`src/hw/rtl/wbps_pkg.sv`:
```
// ----------------------------------------------------------------------------
// wbps_pkg: shared definitions for the wildcard byte pattern search
// Constants, request codes and the controller/datapath command and status types.
// ----------------------------------------------------------------------------
package wbps_pkg;

   localparam int MAX_PATTERN_DEFAULT = 32;

   localparam int LENGTH_W = 6;
   localparam int INDEX_W  = 5;
   localparam int ADDR_W   = 32;

   localparam logic [7:0] WILDCARD = 8'h2A;

   localparam logic REQ_WRITE_PATTERN = 1'b0;
   localparam logic REQ_SCAN_DATA     = 1'b1;

   typedef struct packed {
      logic pattern_write;
      logic restart;
      logic step;
      logic load_result;
   } wbps_cmd_type;

   typedef struct packed {
      logic hit;
   } wbps_status_type;

endpackage

```
`src/hw/rtl/wbps_channels.sv`:
```
// ----------------------------------------------------------------------------
// wbps channels: request and response handshake interfaces
// Valid/ready channels carrying the request and response payloads.
// ----------------------------------------------------------------------------
interface wbps_req_if;
   logic        valid;
   logic        ready;
   logic        req_type;
   logic [4:0]  pattern_index;
   logic [7:0]  pattern_byte;
   logic [7:0]  data_byte;
   logic        first_byte;
   logic        last_byte;
   logic [31:0] region_start;

   modport source (
      output valid, req_type, pattern_index, pattern_byte, data_byte,
             first_byte, last_byte, region_start,
      input  ready
   );
   modport sink (
      input  valid, req_type, pattern_index, pattern_byte, data_byte,
             first_byte, last_byte, region_start,
      output ready
   );
endinterface

interface wbps_rsp_if;
   logic        valid;
   logic        ready;
   logic        found;
   logic [31:0] match_address;

   modport source (
      output valid, found, match_address,
      input  ready
   );
   modport sink (
      input  valid, found, match_address,
      output ready
   );
endinterface

```
`src/hw/rtl/wbps_datapath.sv`:
```
// ----------------------------------------------------------------------------
// wbps_datapath: pattern store, partial-match vector and address tracking
// Holds the pattern bytes, the length register, the scan position and the
// response payload register.
// ----------------------------------------------------------------------------
module wbps_datapath #(
   parameter int MAX_PATTERN = 32
) (
   input  logic                     clock,
   input  logic                     reset,
   input  logic [4:0]               pattern_index,
   input  logic [7:0]               pattern_byte,
   input  logic [7:0]               data_byte,
   input  logic [31:0]              region_start,
   input  logic                     csr_write_enable,
   input  logic [5:0]               csr_write_data,
   input  wbps_pkg::wbps_cmd_type    cmd,
   output wbps_pkg::wbps_status_type status,
   output logic                     found,
   output logic [31:0]              match_address
);
   import wbps_pkg::*;

   logic [7:0]             store_ff [MAX_PATTERN];
   logic [MAX_PATTERN-1:0] pmv_ff, pmv_in, pmv_base, pmv_new, byte_match;
   logic [ADDR_W-1:0]      offset_ff, offset_in, offset_base;
   logic [ADDR_W-1:0]      base_ff, base_in, base_eff;
   logic [LENGTH_W-1:0]    length_ff, length_in, used_len, len_m1;
   logic                   found_ff, found_in;
   logic [ADDR_W-1:0]      addr_ff, addr_in;
   logic                   hit;

   // clamp the programmed length to 1..MAX_PATTERN
   always_comb begin
      used_len = length_ff;
      if (length_ff == '0) begin
         used_len = LENGTH_W'(1);
      end else if (32'(length_ff) > MAX_PATTERN) begin
         used_len = LENGTH_W'(MAX_PATTERN);
      end
      len_m1 = used_len - LENGTH_W'(1);
   end

   always_comb begin
      pmv_base    = cmd.restart ? '0 : pmv_ff;
      offset_base = cmd.restart ? '0 : offset_ff;
      base_eff    = cmd.restart ? region_start : base_ff;
      for (int k = 0; k < MAX_PATTERN; k++) begin
         byte_match[k] = (store_ff[k] == WILDCARD) || (store_ff[k] == data_byte);
      end
      pmv_new[0] = byte_match[0];
      for (int k = 1; k < MAX_PATTERN; k++) begin
         pmv_new[k] = pmv_base[k-1] && byte_match[k];
      end
      hit = 1'b0;
      for (int k = 0; k < MAX_PATTERN; k++) begin
         if (32'(len_m1) == k) begin
            hit = pmv_new[k];
         end
      end
   end

   assign status.hit = hit;

   always_comb begin
      pmv_in    = cmd.step ? pmv_new : pmv_base;
      offset_in = cmd.step ? offset_base + ADDR_W'(1) : offset_base;
      base_in   = base_eff;
      length_in = csr_write_enable ? csr_write_data : length_ff;
      found_in  = found_ff;
      addr_in   = addr_ff;
      if (cmd.load_result) begin
         found_in = hit;
         addr_in  = hit ? base_eff + offset_base - ADDR_W'(len_m1) : '0;
      end
   end

   always_ff @(posedge clock) begin
      if (reset) begin
         pmv_ff    <= '0;
         offset_ff <= '0;
         base_ff   <= '0;
         length_ff <= LENGTH_W'(1);
      end else begin
         pmv_ff    <= pmv_in;
         offset_ff <= offset_in;
         base_ff   <= base_in;
         length_ff <= length_in;
      end
   end

   // pattern bytes and response payload hold no reset
   always_ff @(posedge clock) begin
      for (int k = 0; k < MAX_PATTERN; k++) begin
         if (cmd.pattern_write && (32'(pattern_index) == k)) begin
            store_ff[k] <= pattern_byte;
         end
      end
      found_ff <= found_in;
      addr_ff  <= addr_in;
   end

   assign found         = found_ff;
   assign match_address = addr_ff;

   a_restart_offset : assert property (@(posedge clock) disable iff (reset)
      cmd.restart && cmd.step |=> offset_ff == ADDR_W'(1))
      else $error("offset not restarted on first byte");

endmodule

```
`src/hw/rtl/wbps_controller.sv`:
```
// ----------------------------------------------------------------------------
// wbps_controller: search control and handshake sequencing
// Tracks whether the current region is still being searched, issues datapath
// commands and owns the response valid flag.
// ----------------------------------------------------------------------------
module wbps_controller (
   input  logic                      clock,
   input  logic                      reset,
   input  logic                      req_valid,
   input  logic                      req_type,
   input  logic                      first_byte,
   input  logic                      last_byte,
   output logic                      req_ready,
   output logic                      rsp_valid,
   input  logic                      rsp_ready,
   output wbps_pkg::wbps_cmd_type     cmd,
   input  wbps_pkg::wbps_status_type  status
);
   import wbps_pkg::*;

   typedef enum logic [1:0] {
      ST_SEARCH = 2'b01,
      ST_DONE   = 2'b10
   } state_type;

   state_type state_ff, state_in;
   logic      rsp_valid_ff, rsp_valid_in;
   logic      accept, scan_acc, done_eff;

   // a waiting response blocks the next request unless it drains this cycle
   assign req_ready = !rsp_valid_ff || rsp_ready;
   assign accept    = req_valid && req_ready;
   assign scan_acc  = accept && (req_type == REQ_SCAN_DATA);
   assign done_eff  = !first_byte && (state_ff == ST_DONE);

   always_comb begin
      cmd.pattern_write = accept && (req_type == REQ_WRITE_PATTERN);
      cmd.restart       = scan_acc && first_byte;
      cmd.step          = scan_acc && !done_eff;
      cmd.load_result   = cmd.step && (status.hit || last_byte);
   end

   always_comb begin
      state_in = state_ff;
      case (state_ff)
         ST_SEARCH: begin
            if (cmd.load_result) begin
               state_in = ST_DONE;
            end
         end
         ST_DONE: begin
            if (cmd.restart && !cmd.load_result) begin
               state_in = ST_SEARCH;
            end
         end
         default: begin
            state_in = ST_SEARCH;
         end
      endcase
   end

   always_comb begin
      rsp_valid_in = rsp_valid_ff && !rsp_ready;
      if (cmd.load_result) begin
         rsp_valid_in = 1'b1;
      end
   end

   always_ff @(posedge clock) begin
      if (reset) begin
         state_ff     <= ST_SEARCH;
         rsp_valid_ff <= 1'b0;
      end else begin
         state_ff     <= state_in;
         rsp_valid_ff <= rsp_valid_in;
      end
   end

   assign rsp_valid = rsp_valid_ff;

   a_result_ends_search : assert property (@(posedge clock) disable iff (reset)
      cmd.load_result |=> state_ff == ST_DONE)
      else $error("search not closed after a response");

   a_done_is_silent : assert property (@(posedge clock) disable iff (reset)
      state_ff == ST_DONE && scan_acc && !first_byte |-> !cmd.load_result)
      else $error("response given after the search ended");

   a_response_from_scan : assert property (@(posedge clock) disable iff (reset)
      $rose(rsp_valid_ff) |-> $past(scan_acc))
      else $error("response raised without a scan request");

endmodule

```
`src/hw/rtl/wildcard_byte_pattern_search.sv`:
```
// ----------------------------------------------------------------------------
// wildcard_byte_pattern_search: first-match scan for a wildcard byte pattern
// Loads a pattern byte by byte and reports the address of the earliest match
// of that pattern in a streamed byte region, or not-found at the region's end.
// ----------------------------------------------------------------------------
// The block takes one request (pattern write or data byte) per clock while
// no response is waiting. All pattern positions are held in flip-flops
// and compared against the incoming byte in parallel, with the partial-match
// vector shifting on each data byte of an open search. The response sits in
// an output register; while it waits unaccepted, a new request is taken only
// in the cycle that the response drains. Pattern writes need no response;
// data bytes give at most one (found, or not-found on last byte) per region.
module wildcard_byte_pattern_search #(
   parameter int MAX_PATTERN = wbps_pkg::MAX_PATTERN_DEFAULT
) (
   input  logic        clock,
   input  logic        reset,
   wbps_req_if.sink    req_channel,
   wbps_rsp_if.source  rsp_channel,
   input  logic        csr_write_enable,
   input  logic [5:0]  csr_write_data
);
   import wbps_pkg::*;

   wbps_cmd_type    cmd;
   wbps_status_type status;

   wbps_controller u_controller (
      .clock      (clock),
      .reset      (reset),
      .req_valid  (req_channel.valid),
      .req_type   (req_channel.req_type),
      .first_byte (req_channel.first_byte),
      .last_byte  (req_channel.last_byte),
      .req_ready  (req_channel.ready),
      .rsp_valid  (rsp_channel.valid),
      .rsp_ready  (rsp_channel.ready),
      .cmd        (cmd),
      .status     (status)
   );

   wbps_datapath #(
      .MAX_PATTERN (MAX_PATTERN)
   ) u_datapath (
      .clock            (clock),
      .reset            (reset),
      .pattern_index    (req_channel.pattern_index),
      .pattern_byte     (req_channel.pattern_byte),
      .data_byte        (req_channel.data_byte),
      .region_start     (req_channel.region_start),
      .csr_write_enable (csr_write_enable),
      .csr_write_data   (csr_write_data),
      .cmd              (cmd),
      .status           (status),
      .found            (rsp_channel.found),
      .match_address    (rsp_channel.match_address)
   );

endmodule
```
`src/flat_wrapper.sv`:
```
// flat-port wrapper written by rule: the top's interface ports become plain ports
module wildcard_byte_pattern_search_flat import wbps_pkg::*;
#(
   parameter int MAX_PATTERN = wbps_pkg::MAX_PATTERN_DEFAULT
)
  (clock, reset, csr_write_enable, csr_write_data, req_channel_valid, req_channel_req_type, req_channel_pattern_index, req_channel_pattern_byte, req_channel_data_byte, req_channel_first_byte, req_channel_last_byte, req_channel_region_start, req_channel_ready, rsp_channel_valid, rsp_channel_found, rsp_channel_match_address, rsp_channel_ready);
  wbps_req_if req_channel_i ();
  wbps_rsp_if rsp_channel_i ();
  input  logic clock;
  input  logic reset;
  input  logic csr_write_enable;
  input  logic [5:0] csr_write_data;
  input wire logic [$bits(req_channel_i.valid)-1:0] req_channel_valid;
  input wire logic [$bits(req_channel_i.req_type)-1:0] req_channel_req_type;
  input wire logic [$bits(req_channel_i.pattern_index)-1:0] req_channel_pattern_index;
  input wire logic [$bits(req_channel_i.pattern_byte)-1:0] req_channel_pattern_byte;
  input wire logic [$bits(req_channel_i.data_byte)-1:0] req_channel_data_byte;
  input wire logic [$bits(req_channel_i.first_byte)-1:0] req_channel_first_byte;
  input wire logic [$bits(req_channel_i.last_byte)-1:0] req_channel_last_byte;
  input wire logic [$bits(req_channel_i.region_start)-1:0] req_channel_region_start;
  output wire logic [$bits(req_channel_i.ready)-1:0] req_channel_ready;
  output wire logic [$bits(rsp_channel_i.valid)-1:0] rsp_channel_valid;
  output wire logic [$bits(rsp_channel_i.found)-1:0] rsp_channel_found;
  output wire logic [$bits(rsp_channel_i.match_address)-1:0] rsp_channel_match_address;
  input wire logic [$bits(rsp_channel_i.ready)-1:0] rsp_channel_ready;
  assign req_channel_i.valid = req_channel_valid;
  assign req_channel_i.req_type = req_channel_req_type;
  assign req_channel_i.pattern_index = req_channel_pattern_index;
  assign req_channel_i.pattern_byte = req_channel_pattern_byte;
  assign req_channel_i.data_byte = req_channel_data_byte;
  assign req_channel_i.first_byte = req_channel_first_byte;
  assign req_channel_i.last_byte = req_channel_last_byte;
  assign req_channel_i.region_start = req_channel_region_start;
  assign req_channel_ready = req_channel_i.ready;
  assign rsp_channel_valid = rsp_channel_i.valid;
  assign rsp_channel_found = rsp_channel_i.found;
  assign rsp_channel_match_address = rsp_channel_i.match_address;
  assign rsp_channel_i.ready = rsp_channel_ready;
  wildcard_byte_pattern_search #(.MAX_PATTERN(MAX_PATTERN)) u_core (.clock(clock), .reset(reset), .req_channel(req_channel_i), .rsp_channel(rsp_channel_i), .csr_write_enable(csr_write_enable), .csr_write_data(csr_write_data));
endmodule
```
`config.mk`:
```
export PLATFORM = sky130hd
export DESIGN_NAME = wildcard_byte_pattern_search_flat
export DESIGN_NICKNAME = d
export VERILOG_FILES = /design/src/hw/rtl/wbps_pkg.sv /design/src/hw/rtl/wbps_channels.sv /design/src/hw/rtl/wbps_datapath.sv /design/src/hw/rtl/wbps_controller.sv /design/src/hw/rtl/wildcard_byte_pattern_search.sv /design/src/flat_wrapper.sv
export SDC_FILE = /design/constraint.sdc
export NUM_CORES = 1
export LEC_CHECK = 0
export ABC_CLOCK_PERIOD_IN_PS = 7400
export BUFFER_PORTS_ARGS = -buffer_cell sky130_fd_sc_hd__buf_4
export CORE_UTILIZATION = 60
export DETAILED_ROUTE_END_ITERATION = 10
export PLACE_DENSITY = 0.74
export REMOVE_ABC_BUFFERS = 1
export SETUP_SLACK_MARGIN = 0.5
export SYNTH_ARGS = -nofsm -noshare
export SYNTH_HDL_FRONTEND = slang
export SYNTH_SLANG_ARGS = --single-unit
```
`constraint.sdc`:
```
create_clock -name clock -period 7.4 [get_ports clock]
set_input_delay 0.74 -clock clock [delete_from_list [all_inputs] [get_ports clock]]
set_output_delay 0.74 -clock clock [all_outputs]
set_load 0.005 [all_outputs]
```
==> results.yml, run 1 <==
run_status:
  outcome: "finished clean"
logic_synthesis:
  synthCells: 1797
  synth_top_area_share: 0.433
  synthesis.area_um2: 20100
  synthFlopType: "edfxtp_1"
  ys_seq_area_frac: 0.537
  async_reset_ff_frac: 0
  ys_ff_latch: 393
  synth_edf_count: 289
  ys_top_cells_by_area: "edfxtp_1 43%, dfxtp_1 10%, xnor2_1 10%"
  avgSynthCellArea_um2: 11.2
  ys_types: 78
  synth.largest_area_cell: "edfxtp_1"
  ys_warn_count: 0
hold_path:
  holdCritPathClass: "in -> reg"
clock_network:
  clk_latency_ns: 0.56
  htreeDepth: 2
  cts-resized-gates: 0
  holdBufCountCts: 0
  cts_buffer_depth: 3
  clockRootBuffer: "clkbuf_16"
  cts_tree: "built"
  cts_made_buffers: 41
  postCtsSetupBuffers: 0
  clk_pin_slew_ns: 0.06
  clock-sinks: 393
final_layout:
  layout_common_cells: "289 x edfxtp_1, 228 x xnor2_1, 162 x nor2_1"
  post_layout_nonfiller_instances: 2349
  antenna_cells: 0
  drive_gt1_frac: 0.101
  areaGrowthSynthToFinish_pct: 11.7
  layout_commonest_cell: "edfxtp_1"
  nets: 2010
  postLayoutCoreUtil: 0.685
  fillers: 2449
global_routing:
  grt_max_degree: 72
  gr-usage-all-layers: 0.283
  grt_pass1_vias: 13900
  grt_pass1_wl_um: 73500
  antenna_found_initial: 0
  overflow: 0
drt:
  vias: 13900
  dr.pass1.iters: 5
  wl_um: 47200
  wl_per_cell_um: 20.1
  drc: 0
  viasPerCell: 5.92
  final_antenna_net_count: 0
  drtIter0Drc: 980
die:
  io_pins: 102
  die_x_um: 185
  initial_core_util: 0.613
  die_area_um2: 34200
  die_h_um: 185
  rows: 66
  core_um2: 32700
setup_path:
  path_class: "reg -> reg"
  crit_required_ns: 7.67
  path_cells: "nor4_1, nor2_1, nor2_1, inv_1, ha_1, xnor2_2, clkinv_1, fa_1, inv_1, ha_1, nor2b_1, o21ai_0, a21o_1, a31oi_1, a31oi_1, o31a_1, o21ai_0, a41oi_1, xor2_1, a21oi_1"
  cp_max_fo: 14
  endpoint_kind: "register"
  critPathMaxStageDelay_ns: 0.60
  cp-start-kind: "register"
  cp_slowest_cell: "fa_1"
  cp_data_arrival_time_ns: 6.31
sta:
  relSlewSlack: 0.217
  final-setup-viol-count: 0
  slew_viol_final: 0
  fin_crit_ns: 6.04
  fmax_ghz: 0.166
  timing.setup.tns_ns: 0
  fin_crit_sh: 0.816
  skew_ns: 0.0347
  worst_pin_slew_ns: 1.17
  hold_viol: 0
  rsz0062_at_grt: "false"
power_and_ir_drop:
  peakVddDrop_v: 0.000225
  cellPowerDensity_nw_per_um2: 228
  leakagePower_uw: 0.00772
  p_total_uw: 5120
placement:
  gp_congestion: 0.922
  dp_cells: 2274
  dp_hpwl_um: 30100
  portBuffers: 101
flow_run:
  max_cap_violations: 0
cell families after synthesis:
kind of cell	synth area share
mux	0.0185
flops	0.537
buf+inv	0.0332
simple gates	0.155
xor+xnor	0.137
compound gates	0.0751
other cells	0.000187
fa+ha+maj	0.0447
path summary, 6_finish.rpt:
kind | startpoint | to | slack [ns] | cells past startpoint
max | u_core.u_datapath.length_ff[2] | u_core.u_datapath.match_address[28] | 1.36 | 20
min | csr_write_data[0] | u_core.u_datapath.length_ff[0] | 0.44 | 2
max reg2reg | u_core.u_datapath.length_ff[2] | u_core.u_datapath.match_address[28] | 1.36 | 20
min reg2reg | u_core.u_datapath.pmv_ff[28] | u_core.u_datapath.pmv_ff[28] | 0.46 | 2
layout make-up:
class	count	area (um2)	area share
Timing Repair Buffer	109	818	0.0365
Tap cell	442	553	0.0247
Sequential cell	393	10800	0.480
Clock buffer	59	1140	0.0511
Multi-Input combinational cell	1242	8640	0.386
Clock inverter	16	153	0.00682
Inverter	88	330	0.0147
metrics by stage:
step           instance area (um2)  hold slack [ns]  worst slack (ns)
2_1_floorplan                19700            0.427            -0.757
3_3_place_gp                 21100            0.434              1.51
3_5_place_dp                 21100            0.450              1.24
4_1_cts                      22400            0.417              1.41
5_1_grt                      22400            0.420             0.928
6_report                     22400            0.441              1.36
critical path, delay by kind of cell, from the launching register on:
kind | cells | cell delay [ns]
AO/OA/AOI/OAI | 8 | 2.12
XOR/XNOR | 2 | 0.66
adder cells (fa/ha/maj) | 3 | 1.34
buffers and inverters | 3 | 0.62
flip-flops | 1 | 0.36
AND/OR/NAND/NOR | 4 | 0.68
flip-flops by register name (all words and copies together), names as in the netlist:
signal                           cells
u_core.u_datapath.pmv_ff            31
u_core.u_datapath.offset_ff         32
u_core.u_datapath.base_ff           32
u_core.u_datapath.found              1
u_core.u_controller.rsp_valid        1
u_core.u_datapath.store_ff         256
u_core.u_datapath.match_address     32
u_core.u_datapath.length_ff          6
u_core.u_controller.state_ff         2
power breakdown:
group          internal, uW  switching (uW)
Combinational           275             424
Clock                  1150             831
Sequential             2420            16.1
Yosys cell counts, types with 25 or more instances:
master and n:
nand4_1 65, o21ai_0 50, clkbuf_1 31, nand3_1 44
xor2_1 83, xnor2_1 228, ha_1 62, mux2i_1 36
buf_2 34, dfxtp_1 104, edfxtp_1 289, nor3_1 25
nand2_1 133, inv_1 86, a21oi_1 81, nor4b_1 32
nor2_1 162, nor4bb_1 32
layer usage:
| metal | vias to the layer above | wire [um] | global-route usage |
|---|---|---|---|
| li1 | 6598 | - | - |
| met1 | 6719 | 20100 | 0.365 |
| met2 | 483 | 22700 | 0.489 |
| met3 | 106 | 2910 | 0.0334 |
| met4 | 0 | 1520 | 0.104 |
| met5 | - | 0 | 0 |
Power figures use the tool's default switching activity.
==> run 2, diff against run 1 <==
--- a/config.mk
+++ b/config.mk
@@ -5,11 +5,11 @@
 export SDC_FILE = /design/constraint.sdc
 export NUM_CORES = 1
 export LEC_CHECK = 0
-export ABC_CLOCK_PERIOD_IN_PS = 7400
+export ABC_CLOCK_PERIOD_IN_PS = 5200
 export BUFFER_PORTS_ARGS = -buffer_cell sky130_fd_sc_hd__buf_4
-export CORE_UTILIZATION = 60
+export CORE_UTILIZATION = 56
 export DETAILED_ROUTE_END_ITERATION = 10
-export PLACE_DENSITY = 0.74
+export PLACE_DENSITY = 0.73
 export REMOVE_ABC_BUFFERS = 1
 export SETUP_SLACK_MARGIN = 0.5
 export SYNTH_ARGS = -nofsm -noshare
==> constraint.sdc (replaced) <==
create_clock -name clock -period 5.2 [get_ports clock]
set_input_delay 0.52 -clock clock [delete_from_list [all_inputs] [get_ports clock]]
set_output_delay 0.52 -clock clock [all_outputs]
set_load 0.005 [all_outputs]
==> run 2 against run 1 <==
Effect of this change:
- clock power grew 48%
- routed wire length grew 0.84%
- sequential power grew 42%
- clock skew shrank 0.011 ns
- maximum frequency grew 35%
- count of clock-buffer cells in the layout grew 2
==> results.yml, run 2 (synthesized netlist as in run 1, its figures left out) <==
sta:
  slew_viol_final: 0
  fmax_ghz: 0.223
  worst_pin_slew_ns: 1.20
  relSlewSlack: 0.194
  fin_ws_ns: 0.722
  hold_ws_ns: 0.206
  final-setup-viol-count: 0
  skew_ns: 0.0236
  rsz0062_at_grt: "false"
  fin_crit_sh: 0.861
  hold_viol: 0
  fin_crit_ns: 4.48
setup_path:
  cp_data_arrival_time_ns: 4.78
  path_delay_family: "compound AO/OA/AOI/OAI gates"
  r2r-start: "u_core.u_datapath.length_ff[5]"
  timing.rr.end: "u_core.u_datapath.match_address[31]"
  ff2ff_path_depth: 17
  cp-start-kind: "register"
  cp_common_cell: "o21a_1"
  critPathMaxStageDelay_ns: 0.49
  critPathBufInv: 2
  cp_slowest_cell: "dfxtp_1"
  reg2reg_slack_ns: 0.72
  path_class: "reg -> reg"
  path_cells: "nand2b_1, ha_2, or4b_1, o311ai_2, buf_4, fa_1, inv_1, ha_1, o21a_1, o21a_1, a41o_1, nand3_2, a31oi_2, o21ai_2, o211ai_1, a311o_1, o2111a_1"
  crit_required_ns: 5.50
  cp_max_fo: 8
  endpoint_kind: "register"
hold_path:
  holdCritPathClass: "in -> reg"
  min-delay-start: "csr_write_data[0]"
  holdPathEnd: "u_core.u_datapath.length_ff[0]"
  worstHoldPathCells: 2
drt:
  wl_um: 47600
  vias: 13900
  final_antenna_net_count: 0
  wl_per_cell_um: 20.0
  viasPerCell: 5.84
  drc: 0
  drtIter0Drc: 894
  dr.pass1.iters: 7
clock_network:
  holdBufCountCts: 0
  clk_pin_slew_ns: 0.06
  clockRootBuffer: "clkbuf_16"
  cts_buffer_depth: 3
  htreeDepth: 2
  cts_tree: "built"
  clock-sinks: 393
  clk_latency_ns: 0.56
  cts_made_buffers: 42
die:
  die_x_um: 191
  die_area_um2: 36600
  io_pins: 102
  core_um2: 34900
  die_h_um: 191
  initial_core_util: 0.575
  rows: 68
final_layout:
  antenna_cells: 0
  post_layout_nonfiller_instances: 2384
  largest_register_ffs: 256
  layout_common_cells: "289 x edfxtp_1, 228 x xnor2_1, 160 x nor2_1"
  areaGrowthSynthToFinish_pct: 13.2
  largest_register: "u_core.u_datapath.store_ff"
  postLayoutCoreUtil: 0.651
  drive_gt1_frac: 0.117
  nets: 2032
  layout_commonest_cell: "edfxtp_1"
global_routing:
  gr-usage-met2: 0.448
  met1_usage: 0.351
  overflow: 0
  grt_pass1_vias: 13800
  use_met3: 0.0345
  grt_pass1_wl_um: 73800
  top_usage_layer: "met2"
  grt_max_degree: 72
  antenna_found_initial: 0
  gr-usage-all-layers: 0.264
power_and_ir_drop:
  peakVddDrop_v: 0.000320
  sequentialPowerShare: 0.466
  switchingPower_uw: 1840
  cellPowerDensity_nw_per_um2: 327
  power.internal_uw: 5600
  swShare: 0.247
  p_comb_frac: 0.140
  leakagePower_uw: 0.00785
  clock_power_share: 0.394
flow_run:
  max_cap_violations: 0
placement:
  dp_hpwl_um: 30800
  gp_congestion: 0.928
  portBuffers: 101
  dp_cells: 2306
  place_ws_ns: 0.0910
run_status:
  outcome: "finished clean"
-- run 2: changes by cell type in the layout (fill, tap and decap cells not counted), moves of 2 or more --
cell      change
buf_4        +20
nor2_1        -2
nor2_2        +2
a31oi_2       +2
clkinv_2      -4
o21ai_2       +2
a31oi_1       -3
o21ai_0       -3
-- run 2: power groups by stage --
stage / Clock (uW) / Sequential [uW] / Combinational [uW]
floorplan: 0 / 3530 / 604
global placement: 0 / 3530 / 1000
detailed placement: 0 / 3530 / 1010
CTS: 2980 / 3460 / 1030
global route: 3100 / 3470 / 1140
finish: 2930 / 3460 / 1040
-- run 2: area by class of cell --
class | instances | area, um2
clock buffers | 61 | 1190
clock inverters | 15 | 168
fillers | 2711 | 12200
inverters | 88 | 330
multi-input cells | 1242 | 8700
flip-flops and latches | 393 | 10800
well taps | 455 | 569
repair buffers | 130 | 988
-- run 2: metal layers --
layer | vias up | routed length [um]
li1 | 6652 | -
met2 | 494 | 23000
met4 | 0 | 1180
met1 | 6689 | 20300
met3 | 82 | 3150
met5 | - | 0
-- run 2: worst max-delay path by stage --
stage	endpoint	startpoint	cells after the start	slack [ns]
final	u_core.u_datapath.match_address[31]	u_core.u_datapath.length_ff[5]	17	0.72
after global routing	u_core.u_datapath.match_address[28]	u_core.u_datapath.length_ff[2]	20	0.52
after CTS	u_core.u_datapath.match_address[31]	u_core.u_datapath.length_ff[1]	20	0.51
after detailed placement	u_core.u_datapath.match_address[28]	req_channel_req_type	18	0.09
after global placement	u_core.u_datapath.match_address[31]	req_channel_req_type	17	0.23
after floorplan	u_core.u_datapath.match_address[31]	rsp_channel_ready	16	-2.74
-- run 2: timing repair --
item | 4_1_cts | 5_1_grt
pin swaps | 1 | 3
endpoints found under the hold margin | 0 | 0
buffers inserted | 1 | 1
setup endpoints to repair | 5 | 9
gates resized for setup | 7 | 11
-- run 2: through the flow --
stage          TNS (ns)  power [uW]  instance area (um2)
2_1_floorplan   -119.53        4140                19700
3_5_place_dp          0        4540                21300
4_1_cts               0        7470                22700
3_3_place_gp          0        4530                21300
6_report              0        7430                22700
5_1_grt               0        7700                22700
